===== src/design/mbss_pkg.sv =====
`timescale 1ns / 1ps

package mbss_pkg;

  // Signature storage is fixed by the register layout: two 64-bit words.
  localparam int SIG_BYTES  = 16;
  localparam int SIG_IDX_W  = 4;

  // Output address field width.
  localparam int OUT_ADDR_W = 48;

  // Configuration port geometry: 64-bit registers at 8-byte strides.
  localparam int CFG_DATA_W = 64;
  localparam int CFG_ADDR_W = 6;
  localparam int CFG_IDX_LO = 3;

  // Register indexes on the configuration port.
  typedef enum logic [2:0] {
    REG_PATTERN_LOW    = 3'd0,
    REG_PATTERN_HIGH   = 3'd1,
    REG_CARE_MASK      = 3'd2,
    REG_PATTERN_LENGTH = 3'd3,
    REG_RESULT_OFFSET  = 3'd4,
    REG_BASE_ADDRESS   = 3'd5,
    REG_FIND_ALL       = 3'd6
  } reg_idx_t;

  // One streamed memory byte.
  typedef struct packed {
    logic [7:0] data_byte;
    logic       access_fault;
    logic       last_byte;
  } in_item_t;

  // One scan result.
  typedef struct packed {
    logic                  found;
    logic [OUT_ADDR_W-1:0] match_address;
    logic                  end_of_scan;
  } out_item_t;

endpackage


===== src/design/masked_byte_signature_scan_top.sv =====
`timescale 1ns / 1ps

// Masked byte signature scanner. The block takes one memory byte per cycle
// while its results are taken: every accepted item goes through an
// input register, one parallel compare of the whole byte window against the
// signature, and lands in the result register, so a result (if the byte
// causes one) is captured in the result register when the input register
// moves on, which it does whenever the result slot is free. The result
// register lets the next byte be accepted while a result still waits to be
// taken; the pipe stalls only when both the input register and the result
// register are occupied and the result is not taken. The byte window is held
// in MAX_PATTERN_BYTES flip-flop taps, and match addresses are computed modulo
// 2^ADDRESS_BITS. Configuration (signature, care mask, length, offset, base
// address, first-only or find-all) must be written over the APB port only while
// no item is in flight; the block itself does not enforce this.
module masked_byte_signature_scan_top #(
  parameter int MAX_PATTERN_BYTES = 16,
  parameter int ADDRESS_BITS      = 48
) (
  input  logic                              clk,
  input  logic                              rst_n,

  input  logic                              in_valid,
  output logic                              in_ready,
  input  mbss_pkg::in_item_t                in_item,

  output logic                              out_valid,
  input  logic                              out_ready,
  output mbss_pkg::out_item_t               out_item,

  input  logic                              cfg_psel,
  input  logic                              cfg_penable,
  input  logic                              cfg_pwrite,
  input  logic [mbss_pkg::CFG_ADDR_W-1:0]   cfg_paddr,
  input  logic [mbss_pkg::CFG_DATA_W-1:0]   cfg_pwdata,
  output logic [mbss_pkg::CFG_DATA_W-1:0]   cfg_prdata,
  output logic                              cfg_pready
);

  import mbss_pkg::*;

  localparam int WIN  = MAX_PATTERN_BYTES;
  localparam int LENW = $clog2(WIN + 1);

  // Configuration registers.
  logic [63:0]           pat_lo_r, pat_lo_nxt;
  logic [63:0]           pat_hi_r, pat_hi_nxt;
  logic [15:0]           care_r, care_nxt;
  logic [4:0]            plen_r, plen_nxt;
  logic [3:0]            roff_r, roff_nxt;
  logic [OUT_ADDR_W-1:0] base_r, base_nxt;
  logic                  find_all_r, find_all_nxt;

  // Input register.
  logic                  s1_valid_r, s1_valid_nxt;
  in_item_t              s1_item_r, s1_item_nxt;

  // Scan state.
  logic [7:0]            win_r [WIN];
  logic [7:0]            win_nxt [WIN];
  logic [LENW-1:0]       vrun_r, vrun_nxt;
  logic [ADDRESS_BITS-1:0] bidx_r, bidx_nxt;
  logic                  seen_r, seen_nxt;

  // Result register.
  logic                  out_valid_r, out_valid_nxt;
  out_item_t             out_item_r, out_item_nxt;

  logic                  cfg_wr;
  reg_idx_t              cfg_idx;
  logic [7:0]            sig [SIG_BYTES];
  logic [LENW-1:0]       len_eff;
  logic                  out_free;
  logic                  s1_adv;
  logic [WIN-1:0]        byte_ok;
  logic                  hit;
  logic                  report_en;
  logic                  produce;
  out_item_t             result;
  logic [ADDRESS_BITS-1:0] start_addr;
  logic [ADDRESS_BITS-1:0] match_addr;

  // Configuration port: always ready, write on the access phase.
  assign cfg_pready = 1'b1;
  assign cfg_wr     = cfg_psel & cfg_penable & cfg_pwrite;
  assign cfg_idx    = reg_idx_t'(cfg_paddr[CFG_ADDR_W-1:CFG_IDX_LO]);

  always_comb begin
    pat_lo_nxt   = pat_lo_r;
    pat_hi_nxt   = pat_hi_r;
    care_nxt     = care_r;
    plen_nxt     = plen_r;
    roff_nxt     = roff_r;
    base_nxt     = base_r;
    find_all_nxt = find_all_r;
    if (cfg_wr) begin
      unique case (cfg_idx)
        REG_PATTERN_LOW:    pat_lo_nxt   = cfg_pwdata;
        REG_PATTERN_HIGH:   pat_hi_nxt   = cfg_pwdata;
        REG_CARE_MASK:      care_nxt     = cfg_pwdata[15:0];
        REG_PATTERN_LENGTH: plen_nxt     = cfg_pwdata[4:0];
        REG_RESULT_OFFSET:  roff_nxt     = cfg_pwdata[3:0];
        REG_BASE_ADDRESS:   base_nxt     = cfg_pwdata[OUT_ADDR_W-1:0];
        REG_FIND_ALL:       find_all_nxt = cfg_pwdata[0];
        default: ;
      endcase
    end
  end

  // Register readback.
  always_comb begin
    unique case (cfg_idx)
      REG_PATTERN_LOW:    cfg_prdata = pat_lo_r;
      REG_PATTERN_HIGH:   cfg_prdata = pat_hi_r;
      REG_CARE_MASK:      cfg_prdata = CFG_DATA_W'(care_r);
      REG_PATTERN_LENGTH: cfg_prdata = CFG_DATA_W'(plen_r);
      REG_RESULT_OFFSET:  cfg_prdata = CFG_DATA_W'(roff_r);
      REG_BASE_ADDRESS:   cfg_prdata = CFG_DATA_W'(base_r);
      REG_FIND_ALL:       cfg_prdata = CFG_DATA_W'(find_all_r);
      default:            cfg_prdata = '0;
    endcase
  end

  // Signature bytes, byte 0 in the low bits of the low word.
  always_comb begin
    for (int i = 0; i < SIG_BYTES; i++) begin
      sig[i] = (i < 8) ? pat_lo_r[(i % 8) * 8 +: 8] : pat_hi_r[(i % 8) * 8 +: 8];
    end
  end

  // A length of zero acts as one; anything above the window acts as the window.
  always_comb begin
    len_eff = LENW'(WIN);
    if (plen_r == '0) begin
      len_eff = LENW'(1);
    end else if (plen_r <= 5'(WIN)) begin
      len_eff = LENW'(plen_r);
    end
  end

  // Handshake: the input register moves on whenever the result slot is free.
  assign out_free = !out_valid_r || out_ready;
  assign s1_adv   = s1_valid_r && out_free;
  assign in_ready = !s1_valid_r || out_free;

  always_comb begin
    s1_item_nxt  = s1_item_r;
    s1_valid_nxt = s1_valid_r;
    if (in_valid && in_ready) begin
      s1_item_nxt  = in_item;
      s1_valid_nxt = 1'b1;
    end else if (s1_adv) begin
      s1_valid_nxt = 1'b0;
    end
  end

  // Window shift; a faulting byte empties the window.
  always_comb begin
    for (int j = 0; j < WIN; j++) begin
      if (s1_item_r.access_fault) begin
        win_nxt[j] = '0;
      end else if (j == 0) begin
        win_nxt[j] = s1_item_r.data_byte;
      end else begin
        win_nxt[j] = win_r[(j == 0) ? 0 : j - 1];
      end
    end
    if (s1_item_r.access_fault) begin
      vrun_nxt = '0;
    end else if (vrun_r < LENW'(WIN)) begin
      vrun_nxt = vrun_r + LENW'(1);
    end else begin
      vrun_nxt = vrun_r;
    end
  end

  // Parallel compare: window tap j lines up with signature byte len-1-j.
  always_comb begin
    logic [SIG_IDX_W-1:0] sidx;
    for (int j = 0; j < WIN; j++) begin
      sidx = SIG_IDX_W'(len_eff - LENW'(1) - LENW'(j));
      if (LENW'(j) < len_eff) begin
        byte_ok[j] = !care_r[sidx] || (win_nxt[j] == sig[sidx]);
      end else begin
        byte_ok[j] = 1'b1;
      end
    end
    hit = !s1_item_r.access_fault && (vrun_nxt >= len_eff) && (&byte_ok);
  end

  // Match address: region base plus start index plus the marked offset.
  assign start_addr = bidx_r - ADDRESS_BITS'(len_eff - LENW'(1));
  assign match_addr = ADDRESS_BITS'(base_r) + start_addr + ADDRESS_BITS'(roff_r);

  // Result selection.
  assign report_en = find_all_r || !seen_r;

  always_comb begin
    result  = '0;
    produce = 1'b0;
    if (hit && report_en) begin
      produce              = 1'b1;
      result.found         = 1'b1;
      result.match_address = OUT_ADDR_W'(match_addr);
      result.end_of_scan   = find_all_r ? s1_item_r.last_byte : 1'b1;
    end else if (s1_item_r.last_byte && report_en) begin
      produce            = 1'b1;
      result.end_of_scan = 1'b1;
    end
  end

  // Region state; the last byte sends everything back to the start.
  always_comb begin
    bidx_nxt = bidx_r;
    seen_nxt = seen_r;
    if (s1_adv) begin
      if (s1_item_r.last_byte) begin
        bidx_nxt = '0;
        seen_nxt = 1'b0;
      end else begin
        bidx_nxt = bidx_r + ADDRESS_BITS'(1);
        if (hit && report_en && !find_all_r) begin
          seen_nxt = 1'b1;
        end
      end
    end
  end

  // Result register.
  always_comb begin
    out_item_nxt  = out_item_r;
    out_valid_nxt = out_valid_r;
    if (s1_adv) begin
      out_valid_nxt = produce;
      out_item_nxt  = result;
    end else if (out_ready) begin
      out_valid_nxt = 1'b0;
    end
  end

  assign out_valid = out_valid_r;
  assign out_item  = out_item_r;

  // Control and configuration registers.
  always_ff @(posedge clk) begin
    if (!rst_n) begin
      pat_lo_r    <= '0;
      pat_hi_r    <= '0;
      care_r      <= '0;
      plen_r      <= 5'd1;
      roff_r      <= '0;
      base_r      <= '0;
      find_all_r  <= 1'b0;
      s1_valid_r  <= 1'b0;
      out_valid_r <= 1'b0;
      vrun_r      <= '0;
      bidx_r      <= '0;
      seen_r      <= 1'b0;
    end else begin
      pat_lo_r    <= pat_lo_nxt;
      pat_hi_r    <= pat_hi_nxt;
      care_r      <= care_nxt;
      plen_r      <= plen_nxt;
      roff_r      <= roff_nxt;
      base_r      <= base_nxt;
      find_all_r  <= find_all_nxt;
      s1_valid_r  <= s1_valid_nxt;
      out_valid_r <= out_valid_nxt;
      if (s1_adv) begin
        vrun_r <= s1_item_r.last_byte ? '0 : vrun_nxt;
      end
      bidx_r      <= bidx_nxt;
      seen_r      <= seen_nxt;
    end
  end

  // Payload registers.
  always_ff @(posedge clk) begin
    s1_item_r  <= s1_item_nxt;
    out_item_r <= out_item_nxt;
    if (s1_adv) begin
      for (int j = 0; j < WIN; j++) begin
        win_r[j] <= win_nxt[j];
      end
    end
  end

endmodule


===== config.mk =====
export PLATFORM = sky130hd
export DESIGN_NAME = masked_byte_signature_scan_top
export DESIGN_NICKNAME = d
export VERILOG_FILES = /design/src/design/mbss_pkg.sv /design/src/design/masked_byte_signature_scan_top.sv
export SDC_FILE = /design/constraint.sdc
export NUM_CORES = 2
export LEC_CHECK = 0
export BUFFER_PORTS_ARGS = -buffer_cell sky130_fd_sc_hd__buf_2
export CORE_ASPECT_RATIO = 2
export CORE_MARGIN = 2
export CORE_UTILIZATION = 55
export CTS_BUF_LIST = sky130_fd_sc_hd__clkbuf_8
export DETAILED_ROUTE_END_ITERATION = 8
export GPL_TIMING_DRIVEN = 0
export PLACE_DENSITY = 0.78
export RECOVER_POWER = 100
export SETUP_SLACK_MARGIN = 0.4
export SLEW_MARGIN = 20
export SYNTH_ARGS = -nofsm -noshare
export SYNTH_HDL_FRONTEND = slang
export SYNTH_SLANG_ARGS = --single-unit

===== constraint.sdc =====
create_clock -name clk -period 14.3 [get_ports clk]
set_input_delay 1.43 -clock clk [delete_from_list [all_inputs] [get_ports clk]]
set_output_delay 1.43 -clock clk [all_outputs]
set_load 0.03 [all_outputs]

==> summary.md <==
| Metric | Value |
|---|---|
| Status | complete, but fails checks |
| Failing checks | max-capacitance violations, max-slew violations |
| Remaining DRCs | 0 |
| CTS Sinks | around 440 |
| Yosys warns | 0 |
| Pin count of the biggest net entering global routing | 87 |
| First DRT Iteration DRCs | a little under 3000 |
| Core area | between 50000 and 60000 um^2 |
| Area grow syn2layout | 10.7% |
| Seq/Total Area, Yosys | about a third |
| Total power | slightly below 3 mW |
| Slowest cell on crit path | xnor2_1 |
| Hold Path Class | reg -> reg |
| Initial antenna violation count | 17 |
| Final-report hold violation count | 0 |
| Port Buffers | roughly 200 |
| Minimum clock period | 12.45 ns |
| Nets | about 3500 |
| Unrepaired setup endpoints after global routing | no |
| Maximum fanout along the worst path | 11 |
| Vias after detailed routing | 27200 |
| Crit path launch | plen_r[2]$_SDFFE_PN0P_ |
| Highest clock rate | 0.0803 GHz |
| Final worst path period share | 87.1% |
| VDD IR max | 79.1 uV |
| Clock-pin slew of the registers on the worst-case setup and hold paths | roughly 0.07 ns |
| Yosys reg bits | 438 |
| Clk buf depth | 3 |
| Resized cells post-CTS | 0 |
| Final setup viols | 0 |
| Post-route ant nets | 0 |
| Pwr Density | roughly 86 nW/um^2 |
| Initial Util | 55.6% |
| Dpl hpwl | roughly 110 mm |
| Post-synth EDFFs | 180 |
| Main synth FF type | dfxtp_1 |
| First-pass GRT wire length | about 200 mm |
| I/O pins | 204 |
| First-pass DRT Iterations | 6 |
| Final Skew | between 0.04 and 0.05 ns |
| Share of layout cells above drive strength 1 | between 10% and 20% |
| Setup CP Type | reg -> reg |
| Final setup margin | roughly 1.8 ns |
| Row cnt | 122 |
| Top cells by area, synth | edfxtp_1 18%, dfxtp_1 17%, mux4_2 16%, nand2_1 5.7%, mux2i_1 5.1% |
| Slew Limit Fails | 206 |
| Wire per inst | 33.9 um |
| Rel. slew slack | -215% |
| Critical Path RT | around 15 ns |
| Async S/R FF share, synth | 0% |
| Vias in the first global route | between 20000 and 30000 |
| Total track usage | between 40% and 50% |
| CP endpoint kind | register |
| Total die area | around 58000 um^2 |
| Vias per cell | between 6 and 7 |
| CTS H-tree lvls | 3 |
| Finished Core Util | between 60% and 70% |
| Post-CTS Setup Repair Bufs | 0 |
| Synth cell count leaders | 468 x nand2_1, 258 x dfxtp_1, 218 x mux4_2 |
| GP Congestion | 1.12 |
| Count leader, synth | nand2_1 |
| Leak | 12.3 nW |
| CTS tree | yes |
| Die X-Extent | ~170 um |
| Cell taking the most area after synthesis | edfxtp_1 |
| Netlist Area Pre-Place | between 30000 and 40000 um^2 |
| CP Data Arrival Time | between 10 and 15 ns |
| Delay of the slowest cell on the worst path | 1.44 ns |
| Cell family with most CP delay | buffers and inverters |
| R2r startpoint | plen_r[2]$_SDFFE_PN0P_ |
| Number of max-cap violations | 6 |
| WL final | approximately 140 mm |
| Synthesized area per cell | about 10 um^2 |
| Fin Setup TNS | 0 ns |
| Top cell type's share of synthesized area | approximately 18% |
| Clock Latency Late Sink | slightly above 0.7 ns |
| Hold slack final | just under 0.5 ns |
| Die Height | approximately 340 um |
| Most used cell, CP | clkbuf_1 |
| Hold path startpoint | base_r[30]$_SDFFE_PN0P_ |
| Syn Nets | between 3000 and 4000 |
| Cts hold-fix bufs | 0 |
| Synthesized instance count | about 3000 |
| Startpoint Class | register |
| Critical path buffers and inverters | 12 |
| Least-Margin Pin Slew | 4.72 ns |
| Total CTS buffers | 67 |
| GR Overflow Total | 0 |
| Setup WS pre-CTS | between 4 and 5 ns |
| Distinct cells, synth | 76 |
| Root buf cell | clkbuf_8 |
[metal layers]
layer | up-vias | GRT usage, % | part of all wire, %
met5 | - | 1.22 | 0.0094
met4 | 2 | 55.3 | 15
met2 | 1807 | 77.0 | 47
met3 | 797 | 20.5 | 10
met1 | 13200 | 42.7 | 28
li1 | 11400 | - | -
[stage by stage]
stage,std cells,area (um^2)
after floorplan,2986,30800
after global placement,3929,32700
after detailed placement,3938,32900
after CTS,4057,34200
after global routing,4063,34000
final,4073,34100
[cells in the final DEF (no fill, tap or decap), types with 28 or more instances in the layout]
| cell | synthesis | routed |
|---|---|---|
| a21boi_0 | 197 | 197 |
| clkbuf_1 | 126 | 258 |
| dfxtp_1 | 258 | 258 |
| ha_1 | 110 | 110 |
| inv_1 | 74 | 93 |
| edfxtp_1 | 180 | 180 |
| xor2_1 | 73 | 73 |
| mux2i_1 | 156 | 156 |
| a22oi_1 | 31 | 31 |
| xnor2_1 | 141 | 140 |
| nand2_1 | 468 | 468 |
| a21o_1 | 35 | 35 |
| a21oi_1 | 100 | 100 |
| nand3_1 | 33 | 33 |
| fa_1 | 49 | 49 |
| o21ai_0 | 39 | 39 |
| mux4_2 | 218 | 218 |
| nor2_1 | 204 | 204 |
| nand4_1 | 28 | 28 |
| nor2b_1 | 152 | 152 |
| buf_2 | 24 | 107 |
| clkbuf_8 | 0 | 78 |
[worst paths after layout]
kind | end | slack (ns) | cells past startpoint
max | out_item[4]$_SDFFCE_PN0P_ | 1.85 | 28
max reg2reg | out_item[4]$_SDFFCE_PN0P_ | 1.85 | 28
min reg2reg | base_r[30]$_SDFFE_PN0P_ | 0.49 | 2
min | base_r[30]$_SDFFE_PN0P_ | 0.49 | 2
[registers in the layout, summed over array words and instances, names as in the netlist]
register,cells
vrun_r,5
out_valid,1
pat_lo_r,64
find_all_r,1
pat_hi_r,64
seen_r,1
roff_r,4
base_r,48
win_r,120
plen_r,5
out_item,50
s1_item_r,10
s1_valid_r,1
bidx_r,48
care_r,16
[tightest hold or removal path: cells and delay by family, from the launching register on]
kind	cells	cell delay [ns]
compound gates	1	0.07
flops	1	0.33
simple gates	1	0.05
[power breakdown]
part	switching [mW]	internal, mW
registers	0.0203	1.35
logic	0.312	0.151
clock network	0.554	0.542
[cells by family (layout without fill, tap and decap cells)]
| group | after synthesis | in the layout | synth area share, % |
|---|---|---|---|
| buffers and inverters | 270 | 600 | 3.60 |
| adder cells (fa/ha/maj) | 159 | 159 | 7.66 |
| XOR/XNOR | 217 | 217 | 6.25 |
| flip-flops | 438 | 438 | 34.3 |
| multiplexers | 394 | 394 | 21.7 |
| AO/OA/AOI/OAI | 510 | 510 | 11.6 |
| AND/OR/NAND/NOR | 997 | 997 | 14.8 |
| other | 1 | 14 | 0.0122 |
[area by class of cell]
| class | count | area, um^2 |
|---|---|---|
| fill | 4849 | 21300 |
| multi-input combinational | 2278 | 19100 |
| sequential | 438 | 10600 |
| clock buffer | 78 | 1070 |
| timing repair buffer | 211 | 956 |
| tap | 744 | 931 |
| buffer | 190 | 803 |
| inverter | 80 | 304 |
| clock inverter | 41 | 277 |
| antenna | 13 | 32.5 |
Note: power is estimated with default switching activity, not from simulation.
